[src/ptem_pkg.sv]
`timescale 1ns / 1ps
// ----------------------------------------------------------------------------
// ptem_pkg
// Shared types and constants for the periodic threshold event monitor.
// ----------------------------------------------------------------------------
package ptem_pkg;

	localparam int NUM_SLOTS = 4;
	localparam int NUM_PINS  = 11;
	localparam int SLOT_W    = $clog2(NUM_SLOTS);
	localparam int PIN_W     = (NUM_PINS > 1) ? $clog2(NUM_PINS) : 1;
	localparam int CMDQ_DEPTH = 2;

	localparam logic [31:0] DEFAULT_INTERVAL_RST = 32'd100000;
	localparam logic [7:0]  TYPE_PIN  = 8'h01;
	localparam logic [7:0]  TYPE_TEMP = 8'h02;

	localparam logic [7:0] OP_GT = 8'd0;
	localparam logic [7:0] OP_LT = 8'd1;
	localparam logic [7:0] OP_EQ = 8'd2;
	localparam logic [7:0] OP_NE = 8'd3;

	localparam logic [0:0] REG_DEFAULT_INTERVAL = 1'b0;

	typedef enum logic [2:0] {
		FN_TICK   = 3'd0,
		FN_PWRITE = 3'd1,
		FN_PREAD  = 3'd2,
		FN_REG    = 3'd3,
		FN_STOP   = 3'd4,
		FN_STATUS = 3'd5,
		FN_RSV6   = 3'd6,
		FN_RSV7   = 3'd7
	} func_t;

	typedef enum logic [2:0] {
		K_EVENT   = 3'd0,
		K_REG     = 3'd1,
		K_NOSLOT  = 3'd2,
		K_WRITTEN = 3'd3,
		K_PINERR  = 3'd4,
		K_STOPPED = 3'd5,
		K_PINVAL  = 3'd6,
		K_STATUS  = 3'd7
	} kind_t;

	typedef struct packed {
		logic [2:0]  func;
		logic [7:0]  temperature;
		logic [7:0]  pin;
		logic [31:0] pin_value;
		logic [7:0]  mon_type;
		logic [7:0]  cond_op;
		logic [31:0] threshold;
		logic [31:0] interval;
	} req_t;

	typedef struct packed {
		logic [2:0]  kind;
		logic [1:0]  slot;
		logic [7:0]  source_type;
		logic [31:0] sample;
		logic [7:0]  pin_index;
		logic [31:0] trigger_total;
		logic        fired_flag;
		logic        active_flag;
		logic        last;
	} rsp_t;

	// classified command passed from front to back
	typedef struct packed {
		func_t       fn;
		logic        pin_ok;
		logic        slot_ok;
		req_t        req;
	} cmd_t;

	typedef enum logic [1:0] {
		BK_IDLE = 2'd0,
		BK_SCAN = 2'd1,
		BK_ONE  = 2'd2
	} bk_state_t;

	function automatic logic cmp_hit(logic [7:0] op, logic [31:0] v, logic [31:0] t);
		logic r;
		r = 1'b0;
		case (op)
			OP_GT: r = v > t;
			OP_LT: r = v < t;
			OP_EQ: r = v == t;
			OP_NE: r = v != t;
			default: r = 1'b0;
		endcase
		return r;
	endfunction

endpackage

[src/ptem_if.sv]
`timescale 1ns / 1ps
// ----------------------------------------------------------------------------
// ptem_req_if / ptem_rsp_if
// Valid/ready channels carrying requests and result items.
// ----------------------------------------------------------------------------
`default_nettype none
interface ptem_req_if;
	logic             valid;
	logic             ready;
	ptem_pkg::req_t   data;
	modport source (output valid, output data, input ready);
	modport sink   (input valid, input data, output ready);
endinterface

interface ptem_rsp_if;
	logic             valid;
	logic             ready;
	ptem_pkg::rsp_t   data;
	modport source (output valid, output data, input ready);
	modport sink   (input valid, input data, output ready);
endinterface
`default_nettype wire

[src/ptem_front.sv]
`timescale 1ns / 1ps
// ----------------------------------------------------------------------------
// ptem_front
// Accepts requests, classifies them and queues them for the back end.
// ----------------------------------------------------------------------------
`default_nettype none
module ptem_front (
	input  wire logic          clk,
	input  wire logic          arst_n,
	ptem_req_if.sink           req,
	output ptem_pkg::cmd_t     cmd,
	output logic               cmd_valid,
	input  wire logic          cmd_pop
);
	import ptem_pkg::*;

	cmd_t       q_mem_q [CMDQ_DEPTH];
	logic       wp_q, rp_q;
	logic [1:0] cnt_q;
	cmd_t       c;
	logic       push;

	always_comb begin
		c.fn      = func_t'(req.data.func);
		c.pin_ok  = {24'd0, req.data.pin} < 32'(NUM_PINS);
		c.slot_ok = {24'd0, req.data.pin} < 32'(NUM_SLOTS);
		c.req     = req.data;
	end

	assign req.ready = cnt_q != 2'(CMDQ_DEPTH);
	assign push      = req.valid && req.ready;
	assign cmd_valid = cnt_q != 2'd0;
	assign cmd       = q_mem_q[rp_q];

	always_ff @(posedge clk) begin
		if (push) q_mem_q[wp_q] <= c;
	end

	always_ff @(posedge clk or negedge arst_n) begin
		if (!arst_n) begin
			wp_q  <= 1'b0;
			rp_q  <= 1'b0;
			cnt_q <= 2'd0;
		end else begin
			if (push) wp_q <= ~wp_q;
			if (cmd_pop) rp_q <= ~rp_q;
			cnt_q <= cnt_q + 2'(push) - 2'(cmd_pop);
		end
	end
endmodule
`default_nettype wire

[src/ptem_back.sv]
`timescale 1ns / 1ps
// ----------------------------------------------------------------------------
// ptem_back
// Executes commands: pin file, slot state and the per-slot tick scan.
// ----------------------------------------------------------------------------
`default_nettype none
module ptem_back (
	input  wire logic          clk,
	input  wire logic          arst_n,
	input  ptem_pkg::cmd_t     cmd,
	input  wire logic          cmd_valid,
	output logic               cmd_pop,
	input  wire logic [31:0]   default_interval,
	ptem_rsp_if.source         rsp
);
	import ptem_pkg::*;

	logic [31:0] pins_q [NUM_PINS];
	logic        act_q   [NUM_SLOTS];
	logic        fired_q [NUM_SLOTS];
	logic [31:0] trig_q  [NUM_SLOTS];
	logic [7:0]  typ_q   [NUM_SLOTS];
	logic [7:0]  spin_q  [NUM_SLOTS];
	logic [7:0]  op_q    [NUM_SLOTS];
	logic [31:0] thr_q   [NUM_SLOTS];
	logic [31:0] ivl_q   [NUM_SLOTS];
	logic [31:0] cnt_q   [NUM_SLOTS];
	logic [31:0] smp_q   [NUM_SLOTS];

	bk_state_t   st_q, st_d;
	logic [SLOT_W:0] idx_q;
	logic [SLOT_W-1:0] s;
	logic        have_q;   // an event is held back until we know if it is last
	rsp_t        hold_q;
	logic        ovalid_q;
	rsp_t        out_q;
	logic        out_free;

	logic [31:0] dec, v;
	logic        hit, fire;
	logic [SLOT_W-1:0] free_s;
	logic        free_ok;
	logic [SLOT_W-1:0] ss;
	rsp_t        one;
	rsp_t        fin;
	logic        emit_one;
	logic        scan_step, scan_end;

	assign rsp.valid = ovalid_q;
	assign rsp.data  = out_q;
	assign out_free  = !ovalid_q || rsp.ready;
	assign s  = idx_q[SLOT_W-1:0];
	assign ss = cmd.req.pin[SLOT_W-1:0];

	// tick evaluation of slot s
	always_comb begin
		dec = cnt_q[s] - 32'd1;
		v = 32'd0;
		if (typ_q[s] == TYPE_PIN) begin
			if ({24'd0, spin_q[s]} < 32'(NUM_PINS)) v = pins_q[spin_q[s][PIN_W-1:0]];
		end else if (typ_q[s] == TYPE_TEMP) begin
			v = {24'd0, cmd.req.temperature};
		end
		hit  = cmp_hit(op_q[s], v, thr_q[s]);
		fire = act_q[s] && dec == 32'd0 && hit && !fired_q[s];
	end

	always_comb begin
		free_ok = 1'b0;
		free_s  = '0;
		for (int i = NUM_SLOTS - 1; i >= 0; i--) begin
			if (!act_q[i]) begin
				free_ok = 1'b1;
				free_s  = SLOT_W'(i);
			end
		end
	end

	// final event of a tick
	always_comb begin
		fin = hold_q;
		fin.last = 1'b1;
	end

	// single result for non-tick commands
	always_comb begin
		one = '0;
		one.last = 1'b1;
		emit_one = 1'b1;
		case (cmd.fn)
			FN_PWRITE: begin
				one.kind = cmd.pin_ok ? K_WRITTEN : K_PINERR;
				one.sample = cmd.pin_ok ? cmd.req.pin_value : 32'd0;
				one.pin_index = cmd.req.pin;
			end
			FN_PREAD: begin
				one.kind = K_PINVAL;
				one.sample = cmd.pin_ok ? pins_q[cmd.req.pin[PIN_W-1:0]] : 32'd0;
				one.pin_index = cmd.req.pin;
			end
			FN_REG: begin
				if (free_ok) begin
					one.kind = K_REG;
					one.slot = 2'(free_s);
					one.source_type = cmd.req.mon_type;
					one.pin_index = cmd.req.pin;
					one.active_flag = 1'b1;
				end else begin
					one.kind = K_NOSLOT;
				end
			end
			FN_STOP: one.kind = K_STOPPED;
			FN_STATUS: begin
				if (cmd.slot_ok) begin
					one.kind = K_STATUS;
					one.slot = 2'(ss);
					one.source_type = typ_q[ss];
					one.sample = smp_q[ss];
					one.pin_index = spin_q[ss];
					one.trigger_total = trig_q[ss];
					one.fired_flag = fired_q[ss];
					one.active_flag = act_q[ss];
				end else begin
					one.kind = K_PINERR;
					one.pin_index = cmd.req.pin;
				end
			end
			default: emit_one = 1'b0;
		endcase
	end

	// a scan step needs room for the held event if this slot fires
	assign scan_step = (st_q == BK_SCAN) && (!(fire && have_q) || out_free);
	assign scan_end  = scan_step && idx_q == (SLOT_W+1)'(NUM_SLOTS - 1);

	always_comb begin
		st_d = st_q;
		unique case (st_q)
			BK_IDLE: if (cmd_valid) st_d = (cmd.fn == FN_TICK) ? BK_SCAN : BK_ONE;
			BK_SCAN: if (scan_end) st_d = have_q || fire ? BK_ONE : BK_IDLE;
			BK_ONE:  if (out_free) st_d = BK_IDLE;
			default: st_d = BK_IDLE;
		endcase
	end

	always_comb begin
		cmd_pop = 1'b0;
		unique case (st_q)
			BK_SCAN: cmd_pop = scan_end && !(have_q || fire);
			BK_ONE:  cmd_pop = out_free && (cmd.fn != FN_TICK || have_q);
			default: cmd_pop = 1'b0;
		endcase
	end

	always_ff @(posedge clk) begin
		if (scan_step && act_q[s]) begin
			if (dec == 32'd0) begin
				cnt_q[s] <= ivl_q[s];
				smp_q[s] <= v;
			end else begin
				cnt_q[s] <= dec;
			end
		end
		if (st_q == BK_ONE && out_free && cmd.fn == FN_REG && free_ok) begin
			typ_q[free_s]  <= cmd.req.mon_type;
			spin_q[free_s] <= cmd.req.pin;
			op_q[free_s]   <= cmd.req.cond_op;
			thr_q[free_s]  <= cmd.req.threshold;
			ivl_q[free_s]  <= cmd.req.interval != 0 ? cmd.req.interval : default_interval;
			cnt_q[free_s]  <= cmd.req.interval != 0 ? cmd.req.interval : default_interval;
			smp_q[free_s]  <= 32'd0;
		end
		if (scan_step && fire) begin
			hold_q.kind <= K_EVENT;
			hold_q.slot <= 2'(s);
			hold_q.source_type <= typ_q[s];
			hold_q.sample <= v;
			hold_q.pin_index <= spin_q[s];
			hold_q.trigger_total <= trig_q[s] + 32'd1;
			hold_q.fired_flag <= 1'b1;
			hold_q.active_flag <= 1'b1;
			hold_q.last <= 1'b0;
		end
		if (st_q == BK_SCAN && scan_step && fire && have_q) out_q <= hold_q;
		else if (st_q == BK_ONE && out_free) out_q <= (cmd.fn == FN_TICK) ? fin : one;
	end

	always_ff @(posedge clk or negedge arst_n) begin
		if (!arst_n) begin
			st_q <= BK_IDLE;
			idx_q <= '0;
			have_q <= 1'b0;
			ovalid_q <= 1'b0;
			for (int i = 0; i < NUM_PINS; i++) pins_q[i] <= 32'd0;
			for (int i = 0; i < NUM_SLOTS; i++) begin
				act_q[i] <= 1'b0;
				fired_q[i] <= 1'b0;
				trig_q[i] <= 32'd0;
			end
		end else begin
			st_q <= st_d;
			if (st_q == BK_IDLE) idx_q <= '0;
			else if (scan_step) idx_q <= idx_q + 1'b1;
			if (scan_step && act_q[s] && dec == 32'd0) begin
				if (fire) begin
					trig_q[s] <= trig_q[s] + 32'd1;
					fired_q[s] <= 1'b1;
				end else if (!hit) begin
					fired_q[s] <= 1'b0;
				end
			end
			if (scan_step && fire) have_q <= 1'b1;
			if (scan_step && fire && have_q) ovalid_q <= 1'b1;
			else if (st_q == BK_ONE && out_free)
				ovalid_q <= cmd.fn == FN_TICK ? 1'b1 : emit_one;
			else if (rsp.ready) ovalid_q <= 1'b0;
			if (st_q == BK_ONE && out_free) begin
				have_q <= 1'b0;
				if (cmd.fn == FN_PWRITE && cmd.pin_ok)
					pins_q[cmd.req.pin[PIN_W-1:0]] <= cmd.req.pin_value;
				if (cmd.fn == FN_REG && free_ok) begin
					act_q[free_s] <= 1'b1;
					fired_q[free_s] <= 1'b0;
					trig_q[free_s] <= 32'd0;
				end
				if (cmd.fn == FN_STOP) begin
					for (int i = 0; i < NUM_SLOTS; i++) begin
						act_q[i] <= 1'b0;
						fired_q[i] <= 1'b0;
						trig_q[i] <= 32'd0;
					end
				end
			end
		end
	end
endmodule
`default_nettype wire

[src/periodic_threshold_event_monitor_unit.sv]
`timescale 1ns / 1ps
// ----------------------------------------------------------------------------
// periodic_threshold_event_monitor_unit
// Pin register file with four periodic threshold monitor slots.
// ----------------------------------------------------------------------------
// Usage:
//   req  : valid/ready request channel (func selects the command).
//   rsp  : valid/ready result channel; last marks a request's final result.
//   APB  : one register, default_interval at address 0, pready always high.
// Requests enter a two-entry queue; the back end runs one at a time.
// The back end takes each command from the queue in its idle state. A tick
// then walks the four slots, one slot per cycle unless a held event waits
// for a stalled output, and then delivers its final event; other commands
// go straight on to delivering their result.
// A tick that fires nothing returns no result; func 6 and 7 are dropped.
// When the receiver stalls, the back end holds its output register and
// pauses; the queue keeps taking requests until full.
// Reset clears the pin file, slot activity, fired marks and trigger counts
// and sets default_interval to 100000.
// ----------------------------------------------------------------------------
`default_nettype none
module periodic_threshold_event_monitor_unit (
	input  wire logic        clk,
	input  wire logic        arst_n,
	ptem_req_if.sink         req,
	ptem_rsp_if.source       rsp,
	input  wire logic        psel,
	input  wire logic        penable,
	input  wire logic        pwrite,
	input  wire logic [0:0]  paddr,
	input  wire logic [31:0] pwdata,
	output logic [31:0]      prdata,
	output logic             pready
);
	import ptem_pkg::*;

	logic [31:0] dflt_q;
	cmd_t        cmd;
	logic        cmd_valid, cmd_pop;

	assign pready = 1'b1;
	assign prdata = (paddr == REG_DEFAULT_INTERVAL) ? dflt_q : 32'd0;

	always_ff @(posedge clk or negedge arst_n) begin
		if (!arst_n) dflt_q <= DEFAULT_INTERVAL_RST;
		else if (psel && penable && pwrite && paddr == REG_DEFAULT_INTERVAL) dflt_q <= pwdata;
	end

	ptem_front u_front (
		.clk, .arst_n, .req, .cmd, .cmd_valid, .cmd_pop
	);

	ptem_back u_back (
		.clk, .arst_n, .cmd, .cmd_valid, .cmd_pop,
		.default_interval(dflt_q), .rsp
	);
endmodule
`default_nettype wire

[src/flat_wrapper.sv]
// flat-port wrapper written by rule: the top's interface ports become plain ports
module periodic_threshold_event_monitor_unit_flat import ptem_pkg::*;
  (clk, arst_n, psel, penable, pwrite, paddr, pwdata, prdata, pready, req_valid, req_data, req_ready, rsp_valid, rsp_data, rsp_ready);
  ptem_req_if req_i ();
  ptem_rsp_if rsp_i ();
  input  wire logic clk;
  input  wire logic arst_n;
  input  wire logic psel;
  input  wire logic penable;
  input  wire logic pwrite;
  input  wire logic [0:0] paddr;
  input  wire logic [31:0] pwdata;
  output logic [31:0] prdata;
  output logic pready;
  input wire logic [$bits(req_i.valid)-1:0] req_valid;
  input wire logic [$bits(req_i.data)-1:0] req_data;
  output wire logic [$bits(req_i.ready)-1:0] req_ready;
  output wire logic [$bits(rsp_i.valid)-1:0] rsp_valid;
  output wire logic [$bits(rsp_i.data)-1:0] rsp_data;
  input wire logic [$bits(rsp_i.ready)-1:0] rsp_ready;
  assign req_i.valid = req_valid;
  assign req_i.data = req_data;
  assign req_ready = req_i.ready;
  assign rsp_valid = rsp_i.valid;
  assign rsp_data = rsp_i.data;
  assign rsp_i.ready = rsp_ready;
  periodic_threshold_event_monitor_unit u_core (.clk(clk), .arst_n(arst_n), .req(req_i), .rsp(rsp_i), .psel(psel), .penable(penable), .pwrite(pwrite), .paddr(paddr), .pwdata(pwdata), .prdata(prdata), .pready(pready));
endmodule
[config.mk]
export PLATFORM = sky130hd
export DESIGN_NAME = periodic_threshold_event_monitor_unit_flat
export DESIGN_NICKNAME = d
export VERILOG_FILES = /design/src/ptem_pkg.sv /design/src/ptem_if.sv /design/src/ptem_front.sv /design/src/ptem_back.sv /design/src/periodic_threshold_event_monitor_unit.sv /design/src/flat_wrapper.sv
export SDC_FILE = /design/constraint.sdc
export NUM_CORES = 2
export LEC_CHECK = 0
export BUFFER_PORTS_ARGS = -buffer_cell sky130_fd_sc_hd__buf_2
export CAP_MARGIN = 40
export CORE_MARGIN = 8
export CORE_UTILIZATION = 45
export DETAILED_ROUTE_END_ITERATION = 8
export PLACE_DENSITY = 0.72
export SLEW_MARGIN = 25
export SYNTH_ARGS = -nofsm -noshare
export SYNTH_HDL_FRONTEND = slang
export SYNTH_SLANG_ARGS = --single-unit
export TNS_END_PERCENT = 20
[constraint.sdc]
create_clock -name clk -period 17 [get_ports clk]
set_input_delay 4.25 -clock clk [delete_from_list [all_inputs] [get_ports clk]]
set_output_delay 4.25 -clock clk [all_outputs]
set_load 0.02 [all_outputs]
==> impl_metrics.tcl <==
set metrics [dict create \
    drcViolationCount 0 \
    period_minus_slack_ns 9.83 \
    dp_hpwl_um 120000 \
    syn_avg_cell_area_um2 13.6 \
    drive_gt1_share_pct 21.0 \
    wl_met3_um 18100 \
    route.met2.wl_um 93500 \
    path_delay_family "simple AND/OR/NAND/NOR gates" \
    synth_edf_count 1044 \
    setup_tns_ns 0 \
    path_common_cell "buf_4" \
    synth_fp_nets 5408 \
    crit_arrival_ns 10.32 \
    grt_pass1_vias 46400 \
    routed.top_layer "met5" \
    wirelength_um 194000 \
    track_usage_pct 22.3 \
    die_x_um 412 \
    critPathMaxStageDelay_ns 1.03 \
    cp_max_fo 46 \
    clock_latency_ns 0.82 \
    synth_cell_type_count 75 \
    num_vias 46000 \
    slew_viol_final 0 \
    yosysSeqAreaShare_pct 63.4 \
    p_leak_nw 30.0 \
    relSlewSlack_pct 31.4 \
    wl_met1_um 73600 \
    cp.required_ns 17.48 \
    htreeDepth 4 \
    syn_area_mm2 0.0704 \
    synth.most_common_cell "edfxtp_1" \
    clockBufferDepth 3 \
    power_w 0.0130 \
    hold_path_class "flip-flop to flip-flop" \
    clk_pin_slew_ns 0.06 \
    worst-path-buf-inv 4 \
    cts_hold_buf 0 \
    yosysTopAreaCell "edfxtp_1" \
    start_util_pct 45.2 \
    io-pin-count 294 \
    core_mm2 0.156 \
    syn_to_final_growth_pct 14.1 \
    rsz0062_at_grt "no" \
    worst-slew-pin-transition_ns 1.00 \
    clockRootBuffer "clkbuf_16" \
    synth_cells 5192 \
    yosysWarnings 0 \
    synth.top_cell.area_share_pct 44.5 \
    cts_sinks 1575 \
    crit_path_end_kind "flip-flop" \
    postCtsSetupBuffers 0 \
    dr.pass1.iters 6 \
    setup_viol 0 \
    wl_per_cell_um 25.4 \
    yosys_register_bits 1575 \
    gr-total-overflow 0 \
    seq_area_mm2 0.0447 \
    n_fill_cell 12800 \
    startpoint_type "flip-flop" \
    port_buffers 292 \
    max_cap_viol_count 0 \
    cts_tree "yes" \
    multi_input_area_mm2 0.0242 \
    grt_pass1_wl_um 290000 \
    die_h_um 412 \
    cts-buffers-inserted 161 \
    critPathSlowestCell "or4_1" \
    fp-row-count 145 \
    async_flop_share_pct 33.7 \
    timing.critical_path.cells "buf_4 -> buf_4 -> mux4_2 -> nor4_1 -> nand4b_1 -> o21ai_0 -> ha_1 -> nand4_1 -> nor3_1 -> a21bo_2 -> o211ai_1 -> nand3_1 -> a32oi_1 -> nand4b_1 -> or4_1 -> nand2_4 -> buf_4 -> buf_12" \
    dieArea_mm2 0.169 \
    yosys-top-cells-area "edfxtp_1 45%, dfrtp_1 19%, mux4_2 9.4%" \
    hold_viol_final 0 \
    first_iter_violations 4865 \
    final_core_util_pct 51.5 \
    synthTopCellsByCount "1044 x edfxtp_1, 614 x nor2_1, 525 x dfrtp_1" \
    dp_slack_ns 6.70 \
    final_antenna_net_count 0 \
    post_cts_resized 0 \
    finalWorstSetupSlack_ns 7.17 \
    place_congestion 0.853 \
    skew_ns 0.0350 \
    via_per_inst 6.03 \
    antenna_found_initial 26 \
    status "complete, no violations" \
    dominantRegCellSynth "edfxtp_1" \
    grt_start_max_net_pins 166 \
    fmax_ghz 0.102 \
    power_per_cell_area_mw_per_mm2 162 \
    fin_crit_sh_pct 57.8 \
    path_class "flip-flop to flip-flop" \
    finalNetCount 5644 \
    vdd_drop_max_uv 109 \
]
[kinds of logic after synthesis]
group | after synthesis | synth area share (%)
other | 1 | 0.00533
xor gates and xnor gates | 59 | 0.734
DFF | 1575 | 63.4
buffers and inverters | 467 | 2.68
AOI/OAI and AO/OA | 813 | 7.06
and+or+nand+nor | 1528 | 9.84
muxes | 704 | 15.5
adders and majority gates | 45 | 0.800
[worst paths after layout]
| kind | startpoint | to | slack (ns) | cells past startpoint |
|---|---|---|---|---|
| min in group asynchronous | arst_n | u_core.u_back.pins_q[100]$_DFFE_PN0P_ | 3.48 | 1 |
| min | u_core.u_front.cnt_q[1]$_DFF_PN0_ | u_core.u_front.cnt_q[1]$_DFF_PN0_ | 0.50 | 1 |
| max | u_core.u_back.idx_q[1]$_DFFE_PN0P_ | u_core.u_back.rsp.data[18]$_DFFE_PP_ | 7.17 | 18 |
| max reg2reg | u_core.u_back.idx_q[1]$_DFFE_PN0P_ | u_core.u_back.rsp.data[18]$_DFFE_PP_ | 7.17 | 18 |
| max in group asynchronous | arst_n | u_core.u_back.pins_q[250]$_DFFE_PN0P_ | 11.05 | 7 |
| min reg2reg | u_core.u_front.cnt_q[1]$_DFF_PN0_ | u_core.u_front.cnt_q[1]$_DFF_PN0_ | 0.50 | 1 |
[cells in the final DEF (no fill, tap or decap), types with 19 or more instances in the layout]
cell       Yosys  layout
a21oi_1      478     478
a221o_1       64      64
a311oi_1      32      32
a31oi_1       42      42
and2_1        42      40
and3_1        63      62
buf_2         25     293
buf_4          4     119
clkbuf_1     295      28
clkbuf_16      0     161
clkinv_1       0      19
clkinv_2       0      42
dfrtp_1      525     522
edfxtp_1    1044    1044
ha_1          45      45
inv_1         90      90
mux2_1        34      34
mux2_2        88      88
mux2i_1      288     281
mux4_2       294     292
nand2_1      442     440
nand3_1      106     105
nand4_1       20      20
nor2_1       614     592
nor2b_1       71      71
nor3_1        29      23
nor4_1        69      66
o21ai_0       26      26
o22ai_1       66      66
xnor2_1       35      35
xor2_1        24      24
[power breakdown]
part | total, W | switching (W) | internal (W)
Combinational | 0.00384 | 0.00244 | 0.00140
Sequential | 0.00559 | 0.000546 | 0.00505
Clock | 0.00355 | 0.00153 | 0.00202
[flip-flops by register name (all words and copies together), names as in the netlist, 32 cells and up]
name,count
u_core.dflt_q,32
u_core.u_back.rsp.data,88
u_core.u_back.pins_q,352
u_core.u_back.thr_q,128
u_core.u_back.cnt_q,128
u_core.u_back.spin_q,32
u_core.u_back.fin,82
u_core.u_front.q_mem_q,266
u_core.u_back.typ_q,32
u_core.u_back.op_q,32
u_core.u_back.ivl_q,128
u_core.u_back.trig_q,128
u_core.u_back.smp_q,128
[layer usage]
metal	up-vias	track usage [%]
met2	2383	36.6
li1	20000	-
met3	520	5.06
met4	6	9.44
met5	-	0
met1	23100	28.8
[cell type report]
class                      instances  area share, %
sequential                      1575           55.6
multi-input combinational       3150           30.1
clock buffer                     202           5.37
timing repair buffer             448           3.94
tap                             2058           3.21
clock inverter                    99           1.26
inverter                          92          0.446
antenna                            6         0.0187
[through the flow]
stage	hold slack [ns]	std cells	area (um2)
2_1_floorplan	0.461	5192	70400
3_3_place_gp	0.486	7284	74200
3_5_place_dp	0.492	7304	74500
4_1_cts	0.502	7605	79900
5_1_grt	0.523	7627	80300
6_report	0.503	7630	80300
Note: power is estimated with default switching activity, not from simulation.
